--- config.mk ---
export PLATFORM = sky130hd
export DESIGN_NAME = block_fit_allocator
export DESIGN_NICKNAME = d
export VERILOG_FILES = /design/src/rtl/core/bfa_pkg.sv /design/src/rtl/core/block_fit_allocator.sv /design/src/rtl/core/bfa_table.sv /design/src/rtl/core/bfa_cmp.sv
export VERILOG_INCLUDE_DIRS = /design/src /design/src/rtl/core
export SDC_FILE = /design/constraint.sdc
export NUM_CORES = 2
export LEC_CHECK = 0
export BUFFER_PORTS_ARGS = -buffer_cell sky130_fd_sc_hd__buf_2
export CORE_MARGIN = 1.5
export CORE_UTILIZATION = 55
export DETAILED_ROUTE_END_ITERATION = 8
export GPL_TIMING_DRIVEN = 0
export PLACE_DENSITY = 0.74
export SETUP_SLACK_MARGIN = 0.5
export SKIP_CTS_REPAIR_TIMING = 1
export SLEW_MARGIN = 20
export SYNTH_ARGS = -nofsm -noshare
export SYNTH_HDL_FRONTEND = slang
export SYNTH_SLANG_ARGS = --single-unit
--- constraint.sdc ---
create_clock -name clk_i -period 15 [get_ports clk_i]
set_input_delay 3 -clock clk_i [delete_from_list [all_inputs] [get_ports clk_i]]
set_output_delay 3 -clock clk_i [all_outputs]
set_load 0.005 [all_outputs]
--- src/rtl/core/block_fit_allocator_assert.svh ---
// assertion macros shared by the block fit allocator rtl
`ifndef BLOCK_FIT_ALLOCATOR_ASSERT_SVH
`define BLOCK_FIT_ALLOCATOR_ASSERT_SVH

`ifndef SYNTHESIS
// checked property, idle while reset is applied
`define BFA_ASSERT(name, prop) \
  name: assert property (@(posedge clk_i) disable iff (!rst_ni) prop) \
    else $error("block fit allocator assertion failed");
// checked property, also during reset
`define BFA_ASSERT_ALWAYS(name, prop) \
  name: assert property (@(posedge clk_i) prop) \
    else $error("block fit allocator assertion failed");
`else
`define BFA_ASSERT(name, prop)
`define BFA_ASSERT_ALWAYS(name, prop)
`endif

`endif

--- src/rtl/core/bfa_pkg.sv ---
// shared constants, codes and types of the block fit allocator
package bfa_pkg;

  localparam int NUM_BLOCKS = 64;
  localparam int SIZE_BITS  = 16;
  localparam int ADDR_W     = $clog2(NUM_BLOCKS);
  localparam int CNT_W      = $clog2(NUM_BLOCKS + 1);
  localparam int IDX_W      = 6;
  localparam int CFG_IDX_W  = 1;
  localparam int CFG_DATA_W = 7;
  localparam int POL_W      = 2;
  localparam int STAT_W     = 2;

  // operation codes
  localparam logic OP_LOAD  = 1'b0;
  localparam logic OP_ALLOC = 1'b1;

  // fit policies, code three behaves as first fit
  localparam logic [POL_W-1:0] POL_FIRST = 2'd0;
  localparam logic [POL_W-1:0] POL_BEST  = 2'd1;
  localparam logic [POL_W-1:0] POL_WORST = 2'd2;

  // result status codes
  localparam logic [STAT_W-1:0] STAT_LOADED  = 2'd0;
  localparam logic [STAT_W-1:0] STAT_GRANTED = 2'd1;
  localparam logic [STAT_W-1:0] STAT_NOFIT   = 2'd2;
  localparam logic [STAT_W-1:0] STAT_REFUSED = 2'd3;

  // configuration register indexes
  localparam logic [CFG_IDX_W-1:0] CFG_FIT_POLICY  = 1'b0;
  localparam logic [CFG_IDX_W-1:0] CFG_BLOCK_COUNT = 1'b1;

  localparam logic [CFG_DATA_W-1:0] BLOCK_COUNT_RST = 7'd64;

  typedef enum logic [2:0] {
    S_IDLE,
    S_DISPATCH,
    S_SCAN,
    S_WRITE,
    S_EMIT
  } state_e;

  // access to the block table
  typedef struct packed {
    logic                 wr_en;
    logic [ADDR_W-1:0]    wr_addr;
    logic [SIZE_BITS-1:0] wr_data;
    logic                 rd_en;
    logic [ADDR_W-1:0]    rd_addr;
  } tbl_req_t;

  // operands of the shared fit comparator
  typedef struct packed {
    logic [POL_W-1:0]     policy;
    logic [SIZE_BITS-1:0] request;
    logic [SIZE_BITS-1:0] avail;
    logic                 have_pick;
    logic [SIZE_BITS-1:0] pick_avail;
  } cmp_in_t;

endpackage

--- src/rtl/core/block_fit_allocator.sv ---
// block fit allocator top level: sequencer, configuration, output register
// usage
//   input channel (in_valid_i / in_stall_o): one request carries op_i,
//   block_index_i and size_i. a load writes a block's free size and clears
//   the halted flag; an allocate searches blocks 0 .. block_count-1 under
//   fit_policy and takes size_i from the chosen block
//   output channel (out_valid_o / out_stall_i): exactly one result per
//   request, status_o, chosen_block_o and remaining_o
//   configuration channel (cfg_valid_i / cfg_ready_o): always ready, index 0
//   is fit_policy and index 1 is block_count; write only while idle
// timing: one request at a time, set by the table scan, which reads one block
//   per cycle through the single read port into the shared comparator. a load or
//   refusal skips the scan; an allocate searches n = block_count capped at 64
//   blocks, none when n is zero, and a grant adds a write of the picked block.
//   the result enters the output register as the sequencer returns to idle,
//   where the next request is taken
// reset: table reads as all zero, halted cleared, first fit, 64 blocks searched
// stall: a result holds in the output register while out_stall_i is high; the
//   next request is still taken and worked on, and waits only to hand over its
//   result
module block_fit_allocator (
  input  logic                           clk_i,
  input  logic                           rst_ni,
  // request channel
  input  logic                           in_valid_i,
  output logic                           in_stall_o,
  input  logic                           op_i,
  input  logic [bfa_pkg::IDX_W-1:0]      block_index_i,
  input  logic [bfa_pkg::SIZE_BITS-1:0]  size_i,
  // result channel
  output logic                           out_valid_o,
  input  logic                           out_stall_i,
  output logic [bfa_pkg::STAT_W-1:0]     status_o,
  output logic [bfa_pkg::IDX_W-1:0]      chosen_block_o,
  output logic [bfa_pkg::SIZE_BITS-1:0]  remaining_o,
  // configuration channel
  input  logic                           cfg_valid_i,
  output logic                           cfg_ready_o,
  input  logic [bfa_pkg::CFG_IDX_W-1:0]  cfg_index_i,
  input  logic [bfa_pkg::CFG_DATA_W-1:0] cfg_data_i
);

  `include "block_fit_allocator_assert.svh"

  // sequencer state
  bfa_pkg::state_e state_q, state_d;

  // configuration
  logic [bfa_pkg::POL_W-1:0]      fit_policy_q;
  logic [bfa_pkg::CFG_DATA_W-1:0] block_count_q;

  // latched request
  logic                          op_q, op_d;
  logic [bfa_pkg::IDX_W-1:0]     idx_q, idx_d;
  logic [bfa_pkg::SIZE_BITS-1:0] size_q, size_d;

  // scan control
  logic [bfa_pkg::CNT_W-1:0]     cnt_q, cnt_d;
  logic [bfa_pkg::CNT_W-1:0]     limit_q, limit_d;
  logic                          pv_q, pv_d;
  logic [bfa_pkg::ADDR_W-1:0]    ptag_q, ptag_d;
  logic                          have_pick_q, have_pick_d;
  logic [bfa_pkg::ADDR_W-1:0]    pick_q, pick_d;
  logic [bfa_pkg::SIZE_BITS-1:0] best_q, best_d;

  logic halted_q, halted_d;

  // pending result and output register
  logic [bfa_pkg::STAT_W-1:0]    res_status_q, res_status_d;
  logic [bfa_pkg::IDX_W-1:0]     res_chosen_q, res_chosen_d;
  logic [bfa_pkg::SIZE_BITS-1:0] res_remaining_q, res_remaining_d;
  logic                          out_valid_q, out_valid_d;
  logic [bfa_pkg::STAT_W-1:0]    out_status_q, out_status_d;
  logic [bfa_pkg::IDX_W-1:0]     out_chosen_q, out_chosen_d;
  logic [bfa_pkg::SIZE_BITS-1:0] out_remaining_q, out_remaining_d;

  // table and comparator
  bfa_pkg::tbl_req_t             tbl_req;
  logic [bfa_pkg::SIZE_BITS-1:0] tbl_rdata;
  bfa_pkg::cmp_in_t              cmp_in;
  logic                          take;

  logic                      idx_ok;
  logic [bfa_pkg::CNT_W-1:0] count_sat;
  logic                      rd_more;

  bfa_table u_table (
    .clk_i     (clk_i),
    .rst_ni    (rst_ni),
    .req_i     (tbl_req),
    .rd_data_o (tbl_rdata)
  );

  bfa_cmp u_cmp (
    .cmp_i  (cmp_in),
    .take_o (take)
  );

  // comparator sees the block that came back from the table this cycle
  assign cmp_in.policy     = fit_policy_q;
  assign cmp_in.request    = size_q;
  assign cmp_in.avail      = tbl_rdata;
  assign cmp_in.have_pick  = have_pick_q;
  assign cmp_in.pick_avail = best_q;

  // load beyond the table drops the write
  assign idx_ok = (bfa_pkg::CNT_W'(idx_q) < bfa_pkg::CNT_W'(bfa_pkg::NUM_BLOCKS));

  // searched count saturates at the table depth
  assign count_sat = (bfa_pkg::CNT_W'(block_count_q) > bfa_pkg::CNT_W'(bfa_pkg::NUM_BLOCKS))
                   ? bfa_pkg::CNT_W'(bfa_pkg::NUM_BLOCKS)
                   : bfa_pkg::CNT_W'(block_count_q);

  assign rd_more = (cnt_q < limit_q);

  always_comb begin
    state_d         = state_q;
    op_d            = op_q;
    idx_d           = idx_q;
    size_d          = size_q;
    cnt_d           = cnt_q;
    limit_d         = limit_q;
    pv_d            = 1'b0;
    ptag_d          = ptag_q;
    have_pick_d     = have_pick_q;
    pick_d          = pick_q;
    best_d          = best_q;
    halted_d        = halted_q;
    res_status_d    = res_status_q;
    res_chosen_d    = res_chosen_q;
    res_remaining_d = res_remaining_q;
    out_valid_d     = out_valid_q;
    out_status_d    = out_status_q;
    out_chosen_d    = out_chosen_q;
    out_remaining_d = out_remaining_q;
    tbl_req         = '0;

    // result taken by the receiver
    if (out_valid_q && !out_stall_i) begin
      out_valid_d = 1'b0;
    end

    unique case (state_q)
      bfa_pkg::S_IDLE: begin
        if (in_valid_i) begin
          op_d    = op_i;
          idx_d   = block_index_i;
          size_d  = size_i;
          state_d = bfa_pkg::S_DISPATCH;
        end
      end

      bfa_pkg::S_DISPATCH: begin
        if (op_q == bfa_pkg::OP_LOAD) begin
          halted_d        = 1'b0;
          tbl_req.wr_en   = idx_ok;
          tbl_req.wr_addr = idx_q[bfa_pkg::ADDR_W-1:0];
          tbl_req.wr_data = size_q;
          res_status_d    = bfa_pkg::STAT_LOADED;
          res_chosen_d    = idx_q;
          res_remaining_d = idx_ok ? size_q : '0;
          state_d         = bfa_pkg::S_EMIT;
        end else if (halted_q) begin
          res_status_d    = bfa_pkg::STAT_REFUSED;
          res_chosen_d    = '0;
          res_remaining_d = '0;
          state_d         = bfa_pkg::S_EMIT;
        end else begin
          cnt_d       = '0;
          limit_d     = count_sat;
          have_pick_d = 1'b0;
          state_d     = bfa_pkg::S_SCAN;
        end
      end

      bfa_pkg::S_SCAN: begin
        // issue one read a cycle, judge the block read the cycle before
        if (rd_more) begin
          tbl_req.rd_en   = 1'b1;
          tbl_req.rd_addr = cnt_q[bfa_pkg::ADDR_W-1:0];
          cnt_d           = cnt_q + bfa_pkg::CNT_W'(1);
        end
        pv_d   = rd_more;
        ptag_d = cnt_q[bfa_pkg::ADDR_W-1:0];
        if (pv_q && take) begin
          have_pick_d = 1'b1;
          pick_d      = ptag_q;
          best_d      = tbl_rdata;
        end
        if (!rd_more && !pv_q) begin
          if (have_pick_q) begin
            state_d = bfa_pkg::S_WRITE;
          end else begin
            halted_d        = 1'b1;
            res_status_d    = bfa_pkg::STAT_NOFIT;
            res_chosen_d    = '0;
            res_remaining_d = '0;
            state_d         = bfa_pkg::S_EMIT;
          end
        end
      end

      bfa_pkg::S_WRITE: begin
        tbl_req.wr_en   = 1'b1;
        tbl_req.wr_addr = pick_q;
        tbl_req.wr_data = best_q - size_q;
        res_status_d    = bfa_pkg::STAT_GRANTED;
        res_chosen_d    = bfa_pkg::IDX_W'(pick_q);
        res_remaining_d = best_q - size_q;
        state_d         = bfa_pkg::S_EMIT;
      end

      bfa_pkg::S_EMIT: begin
        // hand over once the output register is free or being emptied
        if (!out_valid_q || !out_stall_i) begin
          out_valid_d     = 1'b1;
          out_status_d    = res_status_q;
          out_chosen_d    = res_chosen_q;
          out_remaining_d = res_remaining_q;
          state_d         = bfa_pkg::S_IDLE;
        end
      end

      default: begin
        state_d = bfa_pkg::S_IDLE;
      end
    endcase
  end

  always_ff @(posedge clk_i or negedge rst_ni) begin
    if (!rst_ni) begin
      state_q     <= bfa_pkg::S_IDLE;
      pv_q        <= 1'b0;
      have_pick_q <= 1'b0;
      halted_q    <= 1'b0;
      out_valid_q <= 1'b0;
    end else begin
      state_q     <= state_d;
      pv_q        <= pv_d;
      have_pick_q <= have_pick_d;
      halted_q    <= halted_d;
      out_valid_q <= out_valid_d;
    end
  end

  // configuration registers
  always_ff @(posedge clk_i or negedge rst_ni) begin
    if (!rst_ni) begin
      fit_policy_q  <= bfa_pkg::POL_FIRST;
      block_count_q <= bfa_pkg::BLOCK_COUNT_RST;
    end else if (cfg_valid_i) begin
      unique case (cfg_index_i)
        bfa_pkg::CFG_FIT_POLICY: begin
          fit_policy_q <= cfg_data_i[bfa_pkg::POL_W-1:0];
        end
        bfa_pkg::CFG_BLOCK_COUNT: begin
          block_count_q <= cfg_data_i;
        end
        default: begin
          block_count_q <= block_count_q;
        end
      endcase
    end
  end

  // payload registers
  always_ff @(posedge clk_i) begin
    op_q            <= op_d;
    idx_q           <= idx_d;
    size_q          <= size_d;
    cnt_q           <= cnt_d;
    limit_q         <= limit_d;
    ptag_q          <= ptag_d;
    pick_q          <= pick_d;
    best_q          <= best_d;
    res_status_q    <= res_status_d;
    res_chosen_q    <= res_chosen_d;
    res_remaining_q <= res_remaining_d;
    out_status_q    <= out_status_d;
    out_chosen_q    <= out_chosen_d;
    out_remaining_q <= out_remaining_d;
  end

  assign in_stall_o     = (state_q != bfa_pkg::S_IDLE);
  assign cfg_ready_o    = 1'b1;
  assign out_valid_o    = out_valid_q;
  assign status_o       = out_status_q;
  assign chosen_block_o = out_chosen_q;
  assign remaining_o    = out_remaining_q;

  // a grant always follows a scan that found a block
  `BFA_ASSERT(a_write_has_pick, (state_q == bfa_pkg::S_WRITE) |-> have_pick_q)
  // the picked block always covers the request
  `BFA_ASSERT(a_pick_fits, (state_q == bfa_pkg::S_WRITE) |-> (best_q >= size_q))
  // the scan never runs past its limit
  `BFA_ASSERT(a_scan_bound, (state_q == bfa_pkg::S_SCAN) |-> (cnt_q <= limit_q))
  // a refusal is only ever handed over while halted
  `BFA_ASSERT(a_refuse_halted,
    ((state_q == bfa_pkg::S_EMIT) && (res_status_q == bfa_pkg::STAT_REFUSED)) |-> halted_q)
  // a stalled result is never dropped
  `BFA_ASSERT(a_result_kept, (out_valid_q && out_stall_i) |=> out_valid_q)
  // no stale read flagged out of reset
  `BFA_ASSERT_ALWAYS(a_reset_idle, !rst_ni |-> (!out_valid_q && !pv_q))

endmodule

--- src/rtl/core/bfa_table.sv ---
// block free size table: memory with one write and one read port and per-entry valid bits
module bfa_table (
  input  logic                          clk_i,
  input  logic                          rst_ni,
  input  bfa_pkg::tbl_req_t             req_i,
  output logic [bfa_pkg::SIZE_BITS-1:0] rd_data_o
);

  logic [bfa_pkg::SIZE_BITS-1:0]  mem_q [bfa_pkg::NUM_BLOCKS];
  logic [bfa_pkg::NUM_BLOCKS-1:0] valid_q;
  logic [bfa_pkg::SIZE_BITS-1:0]  rdata_q;
  logic                           rvalid_q;

  always_ff @(posedge clk_i) begin
    if (req_i.wr_en) begin
      mem_q[req_i.wr_addr] <= req_i.wr_data;
    end
    if (req_i.rd_en) begin
      rdata_q <= mem_q[req_i.rd_addr];
    end
  end

  // an entry never written reads as zero
  always_ff @(posedge clk_i or negedge rst_ni) begin
    if (!rst_ni) begin
      valid_q  <= '0;
      rvalid_q <= 1'b0;
    end else begin
      if (req_i.wr_en) begin
        valid_q[req_i.wr_addr] <= 1'b1;
      end
      if (req_i.rd_en) begin
        rvalid_q <= valid_q[req_i.rd_addr];
      end
    end
  end

  assign rd_data_o = rvalid_q ? rdata_q : '0;

endmodule

--- src/rtl/core/bfa_cmp.sv ---
// shared fit comparator: decides whether a scanned block replaces the current pick
module bfa_cmp (
  input  bfa_pkg::cmp_in_t cmp_i,
  output logic             take_o
);

  logic fits;
  logic better;

  always_comb begin
    fits = (cmp_i.avail >= cmp_i.request);
    // strict compares keep ties on the lower index
    if (cmp_i.policy == bfa_pkg::POL_BEST) begin
      better = (cmp_i.avail < cmp_i.pick_avail);
    end else if (cmp_i.policy == bfa_pkg::POL_WORST) begin
      better = (cmp_i.avail > cmp_i.pick_avail);
    end else begin
      better = 1'b0;
    end
    take_o = fits && (!cmp_i.have_pick || better);
  end

endmodule

==> results.md <==
* Outcome: finished, violations left
* Failing checks: design-rule violations
* WL per Instance at 33.07 um
* Int Power at 6360 uW
* Most frequent cells in the layout: 1,153 x edfxtp_1, 333 x nand2_1, 201 x mux2i_1
* Critical path class: reg -> reg
* Root Driver: clkbuf_16
* Hold Crit Class: reg -> reg
* Synth async-reset ratio at ~6.6%
* CTS tree: yes
* Power Density at approximately 160 mW/mm2
* P_leak at approximately 0.02 uW
* Place WS at about 9.7 ns
* Syn_area_per_cell at approximately 15 um2
* Number of synthesis warnings at 0
* Clock Latency Late Sink at 0.72 ns
* RSZ-0062 raised after global routing: no
* Register area share after synthesis at 74.42%
* Initial antenna violation count at 9
* # DRC at 22
* Comb power frac at 19.8%
* Setup-failing EPs final at 0
* Gp weighted congestion at 1.035
* WL final at 156.6 mm
* Reg2reg end: u_table.rdata_q[0]
* DP Cell Count at between 4,000 and 5,000
* Clock-pin slew on the worst setup and hold paths at around 0.070 ns
* Cells after Synth at approximately 3,200
* Die width at around 300 um
* CTS Buf Count at 117
* Final ANT Viol Nets at 0
* Reg2reg start: cnt_q[4]
* Slew Viols, Final at 0
* Fillcell total at between 6,000 and 7,000
* R2R cell count at 9
* Setup TNS at 0 ns
* Core footprint at 0.08851 mm2
* Switching Share at 29.72%
* Die area at 0.09136 mm2
* VDD IR max at 0.00009219 V
* Final Hold Fails at 0
* Worst hold slack at 0.4163 ns
* Most common cell after layout, fill and taps aside: edfxtp_1
* H-tree Lvls at 3
* Clock power frac at 33.6%
* Dominant synthesized flop cell: edfxtp_1
* Total track usage at 34.12%
* Kind of start point of the critical path: flip-flop
* Final instance area at 0.05645 mm2
* Port buffer count at 61
* Nets at 3,554
* DRT iter0 DRCs at 5,452
* Post-detail-place hpwl at 104.9 mm
* Area delta synth->final at 14.61%
* Die height at approximately 300 um
* Post-synth EDFFs at between 1,000 and 1,500
* NetSw at 2690 uW
* Total gr overflow at 0
* Max Clock Skew at approximately 0.031 ns
* Post-synthesis net count at 3,320
* Non-Filler Instances at 4,735
* Final min period at 5.918 ns
* Layout cell share with drive strength beyond 1 at 16.81%
* DR pass1 iterations at 8
* WP data arrival at 6.33 ns
* Final worst setup slack at 9.082 ns
* Pin count of the biggest net entering global routing at 65
* CP max FO at 10
* First-pass GRT wire length at 216.7 mm
* Critical Path End Type: flip-flop
* Post-synth cell types at 76
* Hold depth at 0
* Number of global-route vias before repair at between 30,000 and 40,000
* Fmax at about 170 MHz
* Clk sinks at 1,234
* Slew headroom at 13.39%
* Via count at 31,921
* Initial core utilization at about 56%
* Fraction of the cycle the final worst path needs at 39.45%
* #FFs+latches synth at 1,234
* CTS Buffer Depth at 3
* R2r setup slk at 9.08 ns
* Vias per cell at 6.741
* Hold EP: remaining_o[1]
* Critical Path RT at ~15 ns
* I/O Pins at 63
* Core Rows at roughly 110
* Max-cap violations at 0
* Min-delay src: res_remaining_q[1]
* Cell Area, Synth at just under 0.05 mm2
* Placement Cell Area at 0.05250 mm2
* Slew @ Worst Pin at 1.298 ns
* Seq pwr share at 46.6%
Yosys cell counts (all sizes together), types with 11 or more instances:
master,n,area [um2]
or3,13,81.33
mux2,51,574.3
a22oi,32,240.2
ha,51,638.1
a211oi,35,275.3
nand4,39,244.0
nor4,11,68.82
dfrtp,80,2002
nor3,17,95.09
a221oi,34,297.8
o2111ai,15,131.4
o211ai,30,254.0
or2,70,437.9
o221ai,30,262.8
nand2b,25,156.4
xnor2,13,113.9
o21ai,72,371.6
a22o,16,140.1
nand3,94,470.5
inv,53,198.9
edfxtp,1153,34620
a31oi,22,137.6
a21oi,74,370.4
nor2,194,733.2
nor2b,17,106.4
nand2,341,1280
a32oi,16,140.1
and2,24,150.1
clkbuf,74,277.8
buf,92,479.2
o22ai,125,782.0
a21o,16,120.1
mux2i,201,2012
cells by family after synthesis:
logic type      after synthesis  synth area share [%]
other cells                   1              0.007614
mux                         258                 5.525
simple gates                871                 8.178
fa+ha+maj                    53                 1.357
compound gates              577                 8.238
xor+xnor                     19                0.3379
flops                      1234                 74.42
buf+inv                     219                 1.941
critical path, cell delays in order, from the launching register on:
cell and delay [ns]:
edfxtp_1 0.51, ha_1 0.37, nand4_1 0.40, buf_2 0.37, o2111ai_1 0.95, clkbuf_1 0.73
nor2_1 0.10, a211oi_1 0.95, nand4_1 0.48, o22ai_1 0.75
registers in the layout, indices dropped and copies added (netlist names), 2 cells and up:
name / cells
best_q: 16
block_count_q: 7
chosen_block_o: 6
cnt_q: 7
fit_policy_q: 2
idx_q: 6
limit_q: 7
pick_q: 6
ptag_q: 6
remaining_o: 16
res_chosen_q: 6
res_remaining_q: 16
res_status_q: 2
size_q: 16
state_q: 3
status_o: 2
u_table.mem_q: 1024
u_table.rdata_q: 16
u_table.valid_q: 64
how the worst max path moves through the flow:
stage | start | endpoint | slack, ns | cells after the start
floorplan | size_q[3] | u_table.mem_q[0][15] | 9.79 | 10
global placement | size_q[3] | u_table.mem_q[34][15] | 4.02 | 10
finish | cnt_q[4] | u_table.rdata_q[0] | 9.08 | 9
global route | cnt_q[4] | u_table.rdata_q[0] | 9.30 | 9
detailed placement | cnt_q[4] | u_table.rdata_q[15] | 9.70 | 10
CTS | cnt_q[1] | u_table.rdata_q[15] | 9.66 | 11
per-stage QoR:
| step | total power, uW | utilization, % |
|---|---|---|
| 6_report | 9049 | 63.77 |
| 5_1_grt | 9222 | 63.77 |
| 4_1_cts | 8955 | 63.77 |
| 3_5_place_dp | 5980 | 59.31 |
| 3_3_place_gp | 5877 | 57.64 |
| 2_1_floorplan | 5170 | - |
power groups by stage:
stage | clock network, uW | logic [uW] | registers, uW
6_report | 3040 | 1790 | 4210
5_1_grt | 3170 | 1830 | 4220
4_1_cts | 3030 | 1710 | 4210
3_5_place_dp | 0 | 1700 | 4280
3_3_place_gp | 0 | 1550 | 4330
2_1_floorplan | 0 | 896 | 4270
layout make-up:
type | count | area (um2) | share of cell area (%)
antenna | 1 | 2.502 | 0.004433
buffer | 166 | 759.5 | 1.345
clock buffer | 138 | 3092 | 5.477
clock inverter | 84 | 849.6 | 1.505
inverter | 53 | 198.9 | 0.3524
multi-input combinational | 1779 | 12200 | 21.61
sequential | 1234 | 36650 | 64.93
tap | 1165 | 1458 | 2.582
timing repair buffer | 115 | 1237 | 2.192
routing by layer:
metal / up-vias / wire length, um / track usage, %
met5: - / 151 / 0.4658
met4: 16 / 11000 / 20.00
met3: 523 / 24070 / 11.54
met2: 2704 / 67220 / 49.99
met1: 15657 / 54150 / 44.49
li1: 13021 / - / -
No activity file was read; power rests on OpenSTA's default activity.
